File: src/hdl/dtse_pkg.sv
// ----------------------------------------------------------------------------
// dtse_pkg
// Types, widths and codes shared by the split evaluator modules.
// ----------------------------------------------------------------------------
package dtse_pkg;

  localparam int ACC_W       = 40;
  localparam int FEAT_W      = 16;
  localparam int WGT_W       = 16;
  localparam int PROD_W      = FEAT_W + WGT_W;
  localparam int SLOT_W      = 3;
  localparam int CNT_W       = 4;
  localparam int MODE_W      = 2;
  localparam int HW_SLOTS    = 8;
  localparam int WIDE_SHIFT  = 15;
  localparam int CFG_DW      = 64;
  localparam int CFG_AW      = 6;
  localparam int IN_TDATA_W  = 24;
  localparam int OUT_TDATA_W = 48;

  typedef logic signed [ACC_W-1:0]  acc_t;
  typedef logic signed [FEAT_W-1:0] feat_t;
  typedef logic signed [WGT_W-1:0]  wgt_t;
  typedef logic signed [PROD_W-1:0] prod_t;

  localparam acc_t ACC_MAX = {1'b0, {(ACC_W-1){1'b1}}};
  localparam acc_t ACC_MIN = {1'b1, {(ACC_W-1){1'b0}}};

  localparam logic OP_LOAD    = 1'b0;
  localparam logic OP_FEATURE = 1'b1;

  typedef enum logic [MODE_W-1:0] {
    MODE_THRESHOLD = 2'd0,
    MODE_OBLIQUE   = 2'd1,
    MODE_ORDINAL   = 2'd2
  } split_mode_t;

  typedef enum logic [2:0] {
    REG_SPLIT_MODE  = 3'd0,
    REG_SLOT_COUNT  = 3'd1,
    REG_THRESHOLD   = 3'd2,
    REG_BIAS        = 3'd3,
    REG_ORD_TARGET  = 3'd4
  } reg_idx_t;

  typedef struct packed {
    logic [MODE_W-1:0] split_mode;
    logic [CNT_W-1:0]  slot_count;
    acc_t              threshold;
    acc_t              bias;
    logic [SLOT_W-1:0] ordinal_target;
  } cfg_t;

  typedef struct packed {
    logic              first;
    logic              last;
    logic              oblique;
    logic              ordinal;
    logic [SLOT_W-1:0] slot;
    feat_t             feat;
    prod_t             prod;
  } eval_t;

endpackage

File: src/hdl/dtse_ram.sv
// ----------------------------------------------------------------------------
// dtse_ram
// Generic single-write, single-read RAM with a registered read port.
// ----------------------------------------------------------------------------
module dtse_ram #(
  parameter int WIDTH = 16,
  parameter int DEPTH = 8
) (
  input  logic                                     clk,
  input  logic                                     we,
  input  logic [((DEPTH > 1) ? $clog2(DEPTH) : 1)-1:0] waddr,
  input  logic [WIDTH-1:0]                         wdata,
  input  logic                                     re,
  input  logic [((DEPTH > 1) ? $clog2(DEPTH) : 1)-1:0] raddr,
  output logic [WIDTH-1:0]                         rdata
);

  logic [WIDTH-1:0] mem_r [DEPTH];
  logic [WIDTH-1:0] rdata_r;

  always_ff @(posedge clk) begin
    if (we) begin
      mem_r[waddr] <= wdata;
    end
    if (re) begin
      rdata_r <= mem_r[raddr];
    end
  end

  assign rdata = rdata_r;

endmodule

File: src/hdl/dtse_cfg_regs.sv
// ----------------------------------------------------------------------------
// dtse_cfg_regs
// Configuration register file behind the APB-style port.
// ----------------------------------------------------------------------------
module dtse_cfg_regs (
  input  logic                         clk,
  input  logic                         rst_n,
  input  logic                         psel,
  input  logic                         penable,
  input  logic                         pwrite,
  input  logic [dtse_pkg::CFG_AW-1:0]  paddr,
  input  logic [dtse_pkg::CFG_DW-1:0]  pwdata,
  output logic [dtse_pkg::CFG_DW-1:0]  prdata,
  output dtse_pkg::cfg_t               cfg
);

  dtse_pkg::cfg_t     cfg_r;
  dtse_pkg::cfg_t     cfg_nxt;
  dtse_pkg::reg_idx_t idx;
  logic               wr;

  assign idx = dtse_pkg::reg_idx_t'(paddr[dtse_pkg::CFG_AW-1:3]);
  assign wr  = psel && penable && pwrite;

  always_comb begin
    cfg_nxt = cfg_r;
    if (wr) begin
      case (idx)
        dtse_pkg::REG_SPLIT_MODE: begin
          cfg_nxt.split_mode = pwdata[dtse_pkg::MODE_W-1:0];
        end
        dtse_pkg::REG_SLOT_COUNT: begin
          cfg_nxt.slot_count = pwdata[dtse_pkg::CNT_W-1:0];
        end
        dtse_pkg::REG_THRESHOLD: begin
          cfg_nxt.threshold = pwdata[dtse_pkg::ACC_W-1:0];
        end
        dtse_pkg::REG_BIAS: begin
          cfg_nxt.bias = pwdata[dtse_pkg::ACC_W-1:0];
        end
        dtse_pkg::REG_ORD_TARGET: begin
          cfg_nxt.ordinal_target = pwdata[dtse_pkg::SLOT_W-1:0];
        end
        default: begin
        end
      endcase
    end
  end

  always_comb begin
    case (idx)
      dtse_pkg::REG_SPLIT_MODE: begin
        prdata = dtse_pkg::CFG_DW'(cfg_r.split_mode);
      end
      dtse_pkg::REG_SLOT_COUNT: begin
        prdata = dtse_pkg::CFG_DW'(cfg_r.slot_count);
      end
      dtse_pkg::REG_THRESHOLD: begin
        prdata = {{(dtse_pkg::CFG_DW-dtse_pkg::ACC_W){cfg_r.threshold[dtse_pkg::ACC_W-1]}},
                  cfg_r.threshold};
      end
      dtse_pkg::REG_BIAS: begin
        prdata = {{(dtse_pkg::CFG_DW-dtse_pkg::ACC_W){cfg_r.bias[dtse_pkg::ACC_W-1]}},
                  cfg_r.bias};
      end
      dtse_pkg::REG_ORD_TARGET: begin
        prdata = dtse_pkg::CFG_DW'(cfg_r.ordinal_target);
      end
      default: begin
        prdata = '0;
      end
    endcase
  end

  always_ff @(posedge clk) begin
    if (!rst_n) begin
      cfg_r.split_mode     <= '0;
      cfg_r.slot_count     <= dtse_pkg::CNT_W'(1);
      cfg_r.threshold      <= '0;
      cfg_r.bias           <= '0;
      cfg_r.ordinal_target <= '0;
    end else begin
      cfg_r <= cfg_nxt;
    end
  end

  assign cfg = cfg_r;

endmodule

File: src/hdl/dtse_eval.sv
// ----------------------------------------------------------------------------
// dtse_eval
// Accumulate, argmax and decision stage with the result output register.
// ----------------------------------------------------------------------------
module dtse_eval (
  input  logic                              clk,
  input  logic                              rst_n,
  input  dtse_pkg::cfg_t                    cfg,
  input  logic                              s2_vld,
  input  dtse_pkg::eval_t                   s2,
  output logic                              advance,
  output logic                              out_tvalid,
  input  logic                              out_tready,
  output logic [dtse_pkg::OUT_TDATA_W-1:0]  out_tdata
);

  localparam int EXT_W = dtse_pkg::ACC_W - dtse_pkg::PROD_W;
  localparam int WEXT_W = dtse_pkg::ACC_W - dtse_pkg::FEAT_W - dtse_pkg::WIDE_SHIFT;

  dtse_pkg::acc_t              acc_r;
  dtse_pkg::acc_t              acc_nxt;
  dtse_pkg::feat_t             best_val_r;
  dtse_pkg::feat_t             best_val_nxt;
  logic [dtse_pkg::SLOT_W-1:0] best_slot_r;
  logic [dtse_pkg::SLOT_W-1:0] best_slot_nxt;
  logic                        out_vld_r;
  logic                        out_right_r;
  dtse_pkg::acc_t              out_resp_r;

  dtse_pkg::acc_t              prod_ext;
  dtse_pkg::acc_t              acc_base;
  dtse_pkg::acc_t              wide;
  dtse_pkg::acc_t              sat_sum;
  logic [dtse_pkg::ACC_W:0]    sum;
  dtse_pkg::acc_t              resp;
  logic                        right;
  logic                        step;

  assign advance = !(s2_vld && s2.last && out_vld_r && !out_tready);
  assign step    = s2_vld && advance;

  always_comb begin
    prod_ext = {{EXT_W{s2.prod[dtse_pkg::PROD_W-1]}}, s2.prod};
    acc_base = s2.first ? cfg.bias : acc_r;
    sum      = {acc_base[dtse_pkg::ACC_W-1], acc_base} +
               {prod_ext[dtse_pkg::ACC_W-1], prod_ext};
    if (sum[dtse_pkg::ACC_W] != sum[dtse_pkg::ACC_W-1]) begin
      sat_sum = sum[dtse_pkg::ACC_W] ? dtse_pkg::ACC_MIN : dtse_pkg::ACC_MAX;
    end else begin
      sat_sum = sum[dtse_pkg::ACC_W-1:0];
    end
    wide = {{WEXT_W{s2.feat[dtse_pkg::FEAT_W-1]}}, s2.feat,
            {dtse_pkg::WIDE_SHIFT{1'b0}}};

    if (s2.oblique) begin
      acc_nxt = sat_sum;
    end else if (s2.first) begin
      acc_nxt = wide;
    end else begin
      acc_nxt = acc_r;
    end

    if (s2.first) begin
      best_val_nxt  = s2.feat;
      best_slot_nxt = '0;
    end else if ($signed(s2.feat) > $signed(best_val_r)) begin
      best_val_nxt  = s2.feat;
      best_slot_nxt = s2.slot;
    end else begin
      best_val_nxt  = best_val_r;
      best_slot_nxt = best_slot_r;
    end

    if (s2.ordinal) begin
      resp  = dtse_pkg::ACC_W'(best_slot_nxt);
      right = (best_slot_nxt != cfg.ordinal_target);
    end else begin
      resp  = acc_nxt;
      right = !($signed(acc_nxt) < $signed(cfg.threshold));
    end
  end

  always_ff @(posedge clk) begin
    if (!rst_n) begin
      acc_r       <= '0;
      best_val_r  <= '0;
      best_slot_r <= '0;
      out_vld_r   <= 1'b0;
    end else begin
      if (step) begin
        acc_r       <= acc_nxt;
        best_val_r  <= best_val_nxt;
        best_slot_r <= best_slot_nxt;
      end
      if (step && s2.last) begin
        out_vld_r <= 1'b1;
      end else if (out_tready) begin
        out_vld_r <= 1'b0;
      end
    end
  end

  always_ff @(posedge clk) begin
    if (step && s2.last) begin
      out_right_r <= right;
      out_resp_r  <= resp;
    end
  end

  assign out_tvalid = out_vld_r;
  assign out_tdata  = {{(dtse_pkg::OUT_TDATA_W-dtse_pkg::ACC_W-1){1'b0}},
                       out_resp_r, out_right_r};

endmodule

File: src/hdl/decision_tree_split_eval.sv
// ----------------------------------------------------------------------------
// decision_tree_split_eval
// Random-forest split node evaluator: threshold, oblique and ordinal splits.
// ----------------------------------------------------------------------------
// The block takes one input beat per clock cycle, weight loads and features
// alike. A result beat comes from the feature beat at the last slot through
// the weight RAM read register, the feature-by-weight multiply register, and
// the output register, which takes the saturating accumulate and threshold
// compare. The input stalls only while a finished result waits in the output
// register and the next result is already due behind it. The weight table
// needs no clearing pass after reset: reset clears each entry's valid bit.
module decision_tree_split_eval #(
  parameter int MAX_SLOTS = 8
) (
  input  logic                               clk,
  input  logic                               rst_n,
  // in_tdata: slot [2:0], value [18:3], zero padding [23:19].
  input  logic                               in_tvalid,
  output logic                               in_tready,
  input  logic [dtse_pkg::IN_TDATA_W-1:0]    in_tdata,
  // in_tuser: opcode [0].
  input  logic                               in_tuser,
  // out_tdata: goes_right [0], response [40:1], zero padding [47:41].
  output logic                               out_tvalid,
  input  logic                               out_tready,
  output logic [dtse_pkg::OUT_TDATA_W-1:0]   out_tdata,
  input  logic                               cfg_psel,
  input  logic                               cfg_penable,
  input  logic                               cfg_pwrite,
  input  logic [dtse_pkg::CFG_AW-1:0]        cfg_paddr,
  input  logic [dtse_pkg::CFG_DW-1:0]        cfg_pwdata,
  output logic [dtse_pkg::CFG_DW-1:0]        cfg_prdata,
  output logic                               cfg_pready
);

  localparam int AW   = (MAX_SLOTS > 1) ? $clog2(MAX_SLOTS) : 1;
  localparam int KMAX = (MAX_SLOTS < dtse_pkg::HW_SLOTS) ? MAX_SLOTS : dtse_pkg::HW_SLOTS;

  dtse_pkg::cfg_t              cfg;
  logic                        advance;
  logic                        accept;
  logic [dtse_pkg::SLOT_W-1:0] in_slot;
  dtse_pkg::feat_t             in_value;
  logic [dtse_pkg::CNT_W-1:0]  k_eff;
  logic [dtse_pkg::CNT_W-1:0]  slot_ext;
  logic                        feat_ok;
  logic                        load_we;
  logic [AW-1:0]               addr;
  logic [dtse_pkg::WGT_W-1:0]  rdata;
  dtse_pkg::wgt_t              wgt;

  logic [MAX_SLOTS-1:0]        wvld_r;
  logic                        s1_vld_r;
  logic                        s1_first_r;
  logic                        s1_last_r;
  logic                        s1_oblique_r;
  logic                        s1_ordinal_r;
  logic [dtse_pkg::SLOT_W-1:0] s1_slot_r;
  dtse_pkg::feat_t             s1_feat_r;
  logic                        s1_wvld_r;
  logic                        s2_vld_r;
  dtse_pkg::eval_t             s2_r;

  assign cfg_pready = 1'b1;
  assign in_tready  = advance;
  assign accept     = in_tvalid && advance;
  assign in_slot    = in_tdata[dtse_pkg::SLOT_W-1:0];
  assign in_value   = in_tdata[dtse_pkg::SLOT_W +: dtse_pkg::FEAT_W];
  assign slot_ext   = dtse_pkg::CNT_W'(in_slot);
  assign addr       = AW'(in_slot);

  always_comb begin
    if (cfg.slot_count == '0) begin
      k_eff = dtse_pkg::CNT_W'(1);
    end else if (cfg.slot_count > dtse_pkg::CNT_W'(KMAX)) begin
      k_eff = dtse_pkg::CNT_W'(KMAX);
    end else begin
      k_eff = cfg.slot_count;
    end
  end

  assign feat_ok = accept && (in_tuser == dtse_pkg::OP_FEATURE) && (slot_ext < k_eff);
  assign load_we = accept && (in_tuser == dtse_pkg::OP_LOAD) &&
                   (32'(in_slot) < MAX_SLOTS);

  dtse_cfg_regs u_cfg (
    .clk     (clk),
    .rst_n   (rst_n),
    .psel    (cfg_psel),
    .penable (cfg_penable),
    .pwrite  (cfg_pwrite),
    .paddr   (cfg_paddr),
    .pwdata  (cfg_pwdata),
    .prdata  (cfg_prdata),
    .cfg     (cfg)
  );

  dtse_ram #(
    .WIDTH (dtse_pkg::WGT_W),
    .DEPTH (MAX_SLOTS)
  ) u_wgt_ram (
    .clk   (clk),
    .we    (load_we),
    .waddr (addr),
    .wdata (in_value),
    .re    (advance),
    .raddr (addr),
    .rdata (rdata)
  );

  always_ff @(posedge clk) begin
    if (!rst_n) begin
      wvld_r   <= '0;
      s1_vld_r <= 1'b0;
      s2_vld_r <= 1'b0;
    end else begin
      if (load_we) begin
        wvld_r[addr] <= 1'b1;
      end
      if (advance) begin
        s1_vld_r <= feat_ok;
        s2_vld_r <= s1_vld_r;
      end
    end
  end

  assign wgt = s1_wvld_r ? $signed(rdata) : '0;

  always_ff @(posedge clk) begin
    if (advance) begin
      s1_first_r   <= (in_slot == '0);
      s1_last_r    <= (slot_ext == k_eff - dtse_pkg::CNT_W'(1));
      s1_oblique_r <= (cfg.split_mode == dtse_pkg::MODE_OBLIQUE);
      s1_ordinal_r <= (cfg.split_mode == dtse_pkg::MODE_ORDINAL);
      s1_slot_r    <= in_slot;
      s1_feat_r    <= in_value;
      s1_wvld_r    <= wvld_r[addr];
      s2_r.first   <= s1_first_r;
      s2_r.last    <= s1_last_r;
      s2_r.oblique <= s1_oblique_r;
      s2_r.ordinal <= s1_ordinal_r;
      s2_r.slot    <= s1_slot_r;
      s2_r.feat    <= s1_feat_r;
      s2_r.prod    <= dtse_pkg::prod_t'(s1_feat_r) * dtse_pkg::prod_t'(wgt);
    end
  end

  dtse_eval u_eval (
    .clk        (clk),
    .rst_n      (rst_n),
    .cfg        (cfg),
    .s2_vld     (s2_vld_r),
    .s2         (s2_r),
    .advance    (advance),
    .out_tvalid (out_tvalid),
    .out_tready (out_tready),
    .out_tdata  (out_tdata)
  );

endmodule

File: config.mk
export PLATFORM = sky130hd
export DESIGN_NAME = decision_tree_split_eval
export DESIGN_NICKNAME = d
export VERILOG_FILES = /design/src/hdl/dtse_pkg.sv /design/src/hdl/dtse_ram.sv /design/src/hdl/dtse_cfg_regs.sv /design/src/hdl/dtse_eval.sv /design/src/hdl/decision_tree_split_eval.sv
export SDC_FILE = /design/constraint.sdc
export NUM_CORES = 2
export LEC_CHECK = 0
export BUFFER_PORTS_ARGS = -buffer_cell sky130_fd_sc_hd__buf_2
export CORE_ASPECT_RATIO = 2
export CORE_MARGIN = 2
export CORE_UTILIZATION = 40
export CTS_CLUSTER_DIAMETER = 80
export DETAILED_ROUTE_END_ITERATION = 6
export REMOVE_ABC_BUFFERS = 1
export SLEW_MARGIN = 5
export SYNTH_ARGS = -nofsm -noshare
export SYNTH_HDL_FRONTEND = slang
export SYNTH_SLANG_ARGS = --single-unit
File: constraint.sdc
create_clock -name clk -period 7.5 [get_ports clk]
set_input_delay 0.375 -clock clk [delete_from_list [all_inputs] [get_ports clk]]
set_output_delay 0.375 -clock clk [all_outputs]
set_load 0.01 [all_outputs]
# Word-level counts from Yosys, hierarchy flattened
# Memory sizes are Yosys's and may differ from the RTL's. A register that Yosys moved wholly into a read port is not among the register bits.
# Index checks and enable logic that the tools add are counted.
# Widths: inputs -> output; s select.
dict set report op_classes {
  n_addsub 2
  n_mul 1
  magnitude_cmp 6
  n_eq_ne 9
  mux 23
  n_bitwise 2
  reduce_logical 27
}
# operator n
set op_table {}
lappend op_table {{$pmux 64 s5} 1}
lappend op_table {{$mux 40} 5}
lappend op_table {{$mux 16} 3}
lappend op_table {{$add 40x32->41} 1}
lappend op_table {{$lt 40x40->1} 1}
lappend op_table {{$mul 16x16->32} 1}
lappend op_table {{$gt 16x16->1} 1}
lappend op_table {{$logic_and 1x1->1} 12}
lappend op_table {{$reduce_and 2->1} 6}
lappend op_table {{$mux 3} 3}
lappend op_table {{$mux 4} 2}
lappend op_table {{$or 8x8->8} 1}
lappend op_table {{$mux 1} 7}
lappend op_table {{$eq 3x2->1 const B} 2}
lappend op_table {{$logic_not 3->1} 2}
lappend op_table {{$eq 3x4->1} 1}
lappend op_table {{$gt 4x4->1 const B} 1}
lappend op_table {{$logic_not 1->1} 4}
lappend op_table {{$logic_not 4->1} 1}
lappend op_table {{$lt 3x4->1} 1}
lappend op_table {{$lt 3x4->1 const B} 1}
lappend op_table {{$reduce_bool 2->1} 2}
lappend op_table {{$sub 4x1->4 const B} 1}
lappend op_table {{$bmux 1 s3} 1}
lappend op_table {{9 further kinds} 9}
dict set report word_totals {
  ff_bits 279
  ram_bits 128
  in_bits 102
  output_inout_bits 115
  wordCells 100
  mem_count 1
}
# memory depth width rd rd_ports_with_merged_regs write_ports line
set mem_list {}
lappend mem_list {u_wgt_ram.mem_r 8 16 1 1 1 dtse_ram.sv:18} ;# logic [WIDTH-1:0] mem_r [DEPTH];

# Longest topological paths before layout
dict set report depth {
  ltp_word 8
  mapped_depth 31
  depth_no_buf 26
}

# Hierarchy
# Synthesis repeated with hierarchy kept, for this count alone.
dict set report unflattened {
  hier_cells 3062
  area_unflattened_um2 31507.7
}
# mod instances cells_per_inst area_each_um2 seq_area_each_um2
set by_module_without_submodules {}
lappend by_module_without_submodules {decision_tree_split_eval 1 1287 13055.0 2572.5}
lappend by_module_without_submodules {dtse_eval 1 1131 8904.8 2432.3}
lappend by_module_without_submodules {dtse_ram 1 214 5454.0 4324.1}
lappend by_module_without_submodules {dtse_cfg_regs 1 430 4093.9 1781.7}

# Worst setup path after synthesis
# No wires, ideal clock.
dict set report synth_path {
  kind {register -> register}
  from {reg s1_wvld_r}
  to {reg s2_r[31] (netlist name), data pin}
  setup_ns 0.260
  t_arrival_ns 6.551
  required_time_ns 7.240
  path_slack_ns 0.689
  stages_incl_launch_ff 24
  n_path_buf 3
  period_less_slack_ns 6.811
  path_cell_list {edfxtp_1 > clkbuf_1 > and2_1 > clkbuf_1 > nand2_1 > fa_1 > inv_1 > fa_1 > fa_1 > fa_1 > fa_1 > inv_1 > fa_1 > inv_1 > ha_1 > clkbuf_1 > a21oi_1 > o211ai_1 > o21ba_2 > nor2_1 > a2111oi_0 > o21bai_1 > a21oi_1 > xnor2_1}
}
dict set report synth_between {
  elab_chain_len 2
}
# item line
set synth_lines {}
lappend synth_lines {{from (decl)} decision_tree_split_eval.sv:60} ;# logic s1_wvld_r;
lappend synth_lines {{from (signal assigned)} decision_tree_split_eval.sv:137} ;# s1_wvld_r <= wvld_r[addr];
lappend synth_lines {{$mux 16} decision_tree_split_eval.sv:127} ;# assign wgt = s1_wvld_r ? $signed(rdata) : '0;
lappend synth_lines {{$mul 16x16->32} decision_tree_split_eval.sv:144} ;# s2_r.prod <= dtse_pkg::prod_t'(s1_feat_r) * dtse_pkg::prod_t'(wgt);
lappend synth_lines {{to (decl)} decision_tree_split_eval.sv:62} ;# dtse_pkg::eval_t s2_r;
# No other way between the ends.
# A chain may end at the register's enable or synchronous reset.

# Worst setup path in the final report
# Same ends and word-level chain as after synthesis.

==> summary.md <==
| Metric | Value |
|---|---|
| Status | finished clean |
| Final Hold Viols | 0 |
| R2r endpoint | s2_r[31]$_DFFE_PN_ |
| Die Y | about 400 microns |
| FF-to-FF Start | s1_wvld_r$_DFFE_PN_ |
| R2R cell count | 25 |
| Average wire per standard cell | approximately 20 microns |
| Chip width | between 150 and 200 microns |
| VDD IR max | approximately 0.00013 V |
| Post-synth EDFFs | between 200 and 300 |
| CP max stage cell | fa_1 |
| Mapped Cells | slightly above 3,000 |
| Tot Pwr | 5296 uW |
| Synth top area share | approximately 26% |
| Top flip-flop cell by instance count after synthesis | edfxtp_1 |
| GRT Resource Usage Total | 22.41% |
| Commonest non-fill, non-tap cell in the layout | nand2_1 |
| Register bit total from synthesis | 423 |
| Max FO, Critical Path | 22 |
| Slew HR | between 20% and 30% |
| Setup Fix Bufs, Post-CTS | 0 |
| DRC Markers | 0 |
| Worst hold path class | primary input to flip-flop |
| Area taken by flip-flops and latches | 0.01111 sq mm |
| Critical Path Most Common Cell | fa_1 |
| Leak | approximately 0.016 uW |
| CTS clk-pin slew, worst paths | around 0.07 ns |
| Largest area contributor in the netlist | edfxtp_1 |
| Die area | approximately 0.079 sq mm |
| FP Rows | around 140 |
| Max Cap Viol | 0 |
| Wire length of the first global-routing pass | 134.3 mm |
| Sequential power share | about half |
| Tightest Pin Transition | 1.106 ns |
| CTS tree | done |
| Post_cts resized | 0 |
| Setup Skew | 0.03696 ns |
| Detailed placement HPWL | 67.72 mm |
| CTS Buf Count | 40 |
| Fill cells | about 7,200 |
| CP Launch Point | s1_wvld_r$_DFFE_PN_ |
| Largest net degree at the start of global routing | between 50 and 60 |
| Final antenna-violating net count | 0 |
| Mapped cell area | 0.03050 sq mm |
| Synth unique cells | 86 |
| Final Wtd Congestion | about 0.95 |
| Endpoints failing setup | 0 |
| Final Max Slew Viols | 0 |
| Crit path capture | s2_r[31]$_DFFE_PN_ |
| Number of global-route vias before repair | roughly 24,000 |
| Worst path arrival time | between 7 and 8 ns |
| Starting density of the core | between 40% and 50% |
| PD cells | approximately 150 mW/mm^2 |
| Min Tclk post-route | 7.078 ns |
| WS Path Type | flip-flop to flip-flop |
| WL final | ~87 mm |
| Via count | ~23,000 |
| Syn avg cell area | 9.876 sq um |
| Multi-input gate area | 0.01706 sq mm |
| Fin nets | 3,815 |
| Hold_buf cts | 0 |
| Logic pwr share | 12.4% |
| Crit share post-route | approximately 94% |
| GRT Residual Overflow | 0 |
| Share of layout cells above drive strength 1 | 14.49% |
| Via/cell ratio | 5.302 |
| Final worst setup slack | roughly 0.42 ns |
| Net Sw Frac | approximately 27% |
| I/O Pins | between 200 and 250 |
| Root buffer cell | clkbuf_16 |
| Synth warn | 0 |
| Register area share after synthesis | 36.43% |
| Clock power share | a little under 40% |
| Area grow syn2layout | 12.87% |
| Clock Path Buffers | 3 |
| Iter 0 DRT Violations | between 1,000 and 1,500 |
| Dominant cells by area after synthesis | edfxtp_1 26%, fa_1 17%, dfxtp_1 10% |
| # H-tree levels | 2 |
| Max frequency | 0.1413 GHz |
| Most frequent cells in the layout | 435 x nand2_1, 427 x inv_1, 264 x edfxtp_1 |
| TritonCTS Sinks | 423 |
| Power Internal | 3876 uW |
| Pre-CTS setup slack | 0.3536 ns |
| Initial antenna violation count | 4 |
| CP Launch Type | flip-flop |
| Net switching power | roughly 1400 uW |
| WP data required | just under 8 ns |
| DR pass1 iterations | 5 |
| Critical Path Sink Type | flip-flop |
| Reg2Reg Setup Slack | about 0.42 ns |
| Ys async rst share | 0% |
| Port bufs | ~180 |
| RSZ-0062 raised after global routing | no |
| Critical Path Max Stage Delay | approximately 0.55 ns |
| Core Region | between 0.07 and 0.08 sq mm |
| Clock Latency Late Sink | 0.58 ns |
critical path: cells and delay by family (launching register included):
family / cells / cell delay, ns
and+or+nand+nor: 3 / 0.66
buffers and inverters: 6 / 0.68
AOI/OAI and AO/OA: 8 / 1.70
adders and majority gates: 7 / 3.29
DFF: 1 / 0.37
xor gates and xnor gates: 1 / 0.08
worst min-delay path by stage:
stage / from / endpoint / slack, ns / cells past startpoint
after global placement: s1_slot_r[2]$_DFFE_PN_ / s2_r[50]$_DFFE_PN_ / 0.40 / 0
after detailed placement: s1_slot_r[0]$_DFFE_PN_ / s2_r[48]$_DFFE_PN_ / 0.41 / 0
after CTS: cfg_pwdata[32] / u_cfg.cfg[35]$_SDFFE_PN0P_ / 0.02 / 3
after global routing: cfg_pwdata[9] / u_cfg.cfg[12]$_SDFFE_PN0P_ / 0.05 / 3
after floorplan: s1_slot_r[0]$_DFFE_PN_ / s2_r[48]$_DFFE_PN_ / 0.40 / 0
final: cfg_pwdata[32] / u_cfg.cfg[35]$_SDFFE_PN0P_ / 0.04 / 3
final cells by class:
class / instances / area share (%)
Clock inverter: 26 / 0.6652
Timing Repair Buffer: 317 / 6.034
Clock buffer: 46 / 3.061
Antenna cell: 4 / 0.02908
Inverter: 429 / 4.693
Multi-Input combinational cell: 2058 / 49.55
Tap cell: 1015 / 3.689
Sequential cell: 423 / 32.28
through the flow:
| step | cells | util (%) | hold WS [ns] | area, sq um | setup TNS (ns) |
|---|---|---|---|---|---|
| after floorplan | 2910 | - | 0.4003 | 29660 | -0.7910 |
| after global placement | 4242 | 43.77 | 0.4026 | 33130 | 0 |
| after detailed placement | 4242 | 43.77 | 0.4110 | 33130 | 0 |
| after CTS | 4314 | 45.47 | 0.01811 | 34410 | 0 |
| after global routing | 4314 | 45.47 | 0.04900 | 34410 | 0 |
| final | 4318 | 45.48 | 0.03954 | 34420 | 0 |
layer usage:
| layer | global-route usage, % | up-vias | wire (microns) |
|---|---|---|---|
| met3 | 2.461 | 244 | 2939 |
| met4 | 13.66 | 4 | 5834 |
| met1 | 21.41 | 11289 | 29530 |
| li1 | - | 10761 | - |
| met5 | 0 | - | 22 |
| met2 | 44.31 | 594 | 48420 |
registers in the layout (all words and copies together) (netlist names), 3 cells and up:
| name | count |
|---|---|
| s1_feat_r | 16 |
| s1_slot_r | 3 |
| s2_r | 55 |
| u_cfg.cfg | 89 |
| u_eval.acc_r | 40 |
| u_eval.best_slot_r | 3 |
| u_eval.best_val_r | 16 |
| u_eval.out_resp_r | 40 |
| u_wgt_ram.mem_r | 128 |
| u_wgt_ram.rdata | 16 |
| wvld_r | 8 |
power groups by stage:
| stage | Clock (uW) | Sequential [uW] | Combinational (uW) |
|---|---|---|---|
| 6_report | 2040 | 2600 | 656 |
| 5_1_grt | 2160 | 2600 | 724 |
| 4_1_cts | 2090 | 2600 | 659 |
| 3_5_place_dp | 0 | 2650 | 656 |
| 3_3_place_gp | 0 | 2650 | 649 |
| 2_1_floorplan | 0 | 2630 | 378 |
synth_stat cells (28+ instances only):
cell      instances
nor2_1          146
mux2i_1          35
a21o_1           59
nand4_1          36
and2_1           31
inv_1           429
ha_1            181
nand2_1         435
a22oi_1          80
clkbuf_1        120
dfxtp_1         159
and3_1          122
xnor2_1          41
fa_1            263
buf_4            34
edfxtp_1        264
o21ai_0          65
a22o_1           38
xor2_1           28
a21oi_1         188
kinds of logic (layout without fill, tap and decap cells):
logic type	Yosys count	count (layout)	share of synthesized area [%]
compound gates	611	611	13.70
simple gates	866	866	12.98
other cells	2	12	0.02463
xor+xnor	70	70	2.035
mux	58	58	1.998
buf+inv	613	818	8.103
fa+ha+maj	445	445	24.73
flops	423	423	36.43
Note: power is estimated with default switching activity, not from simulation.
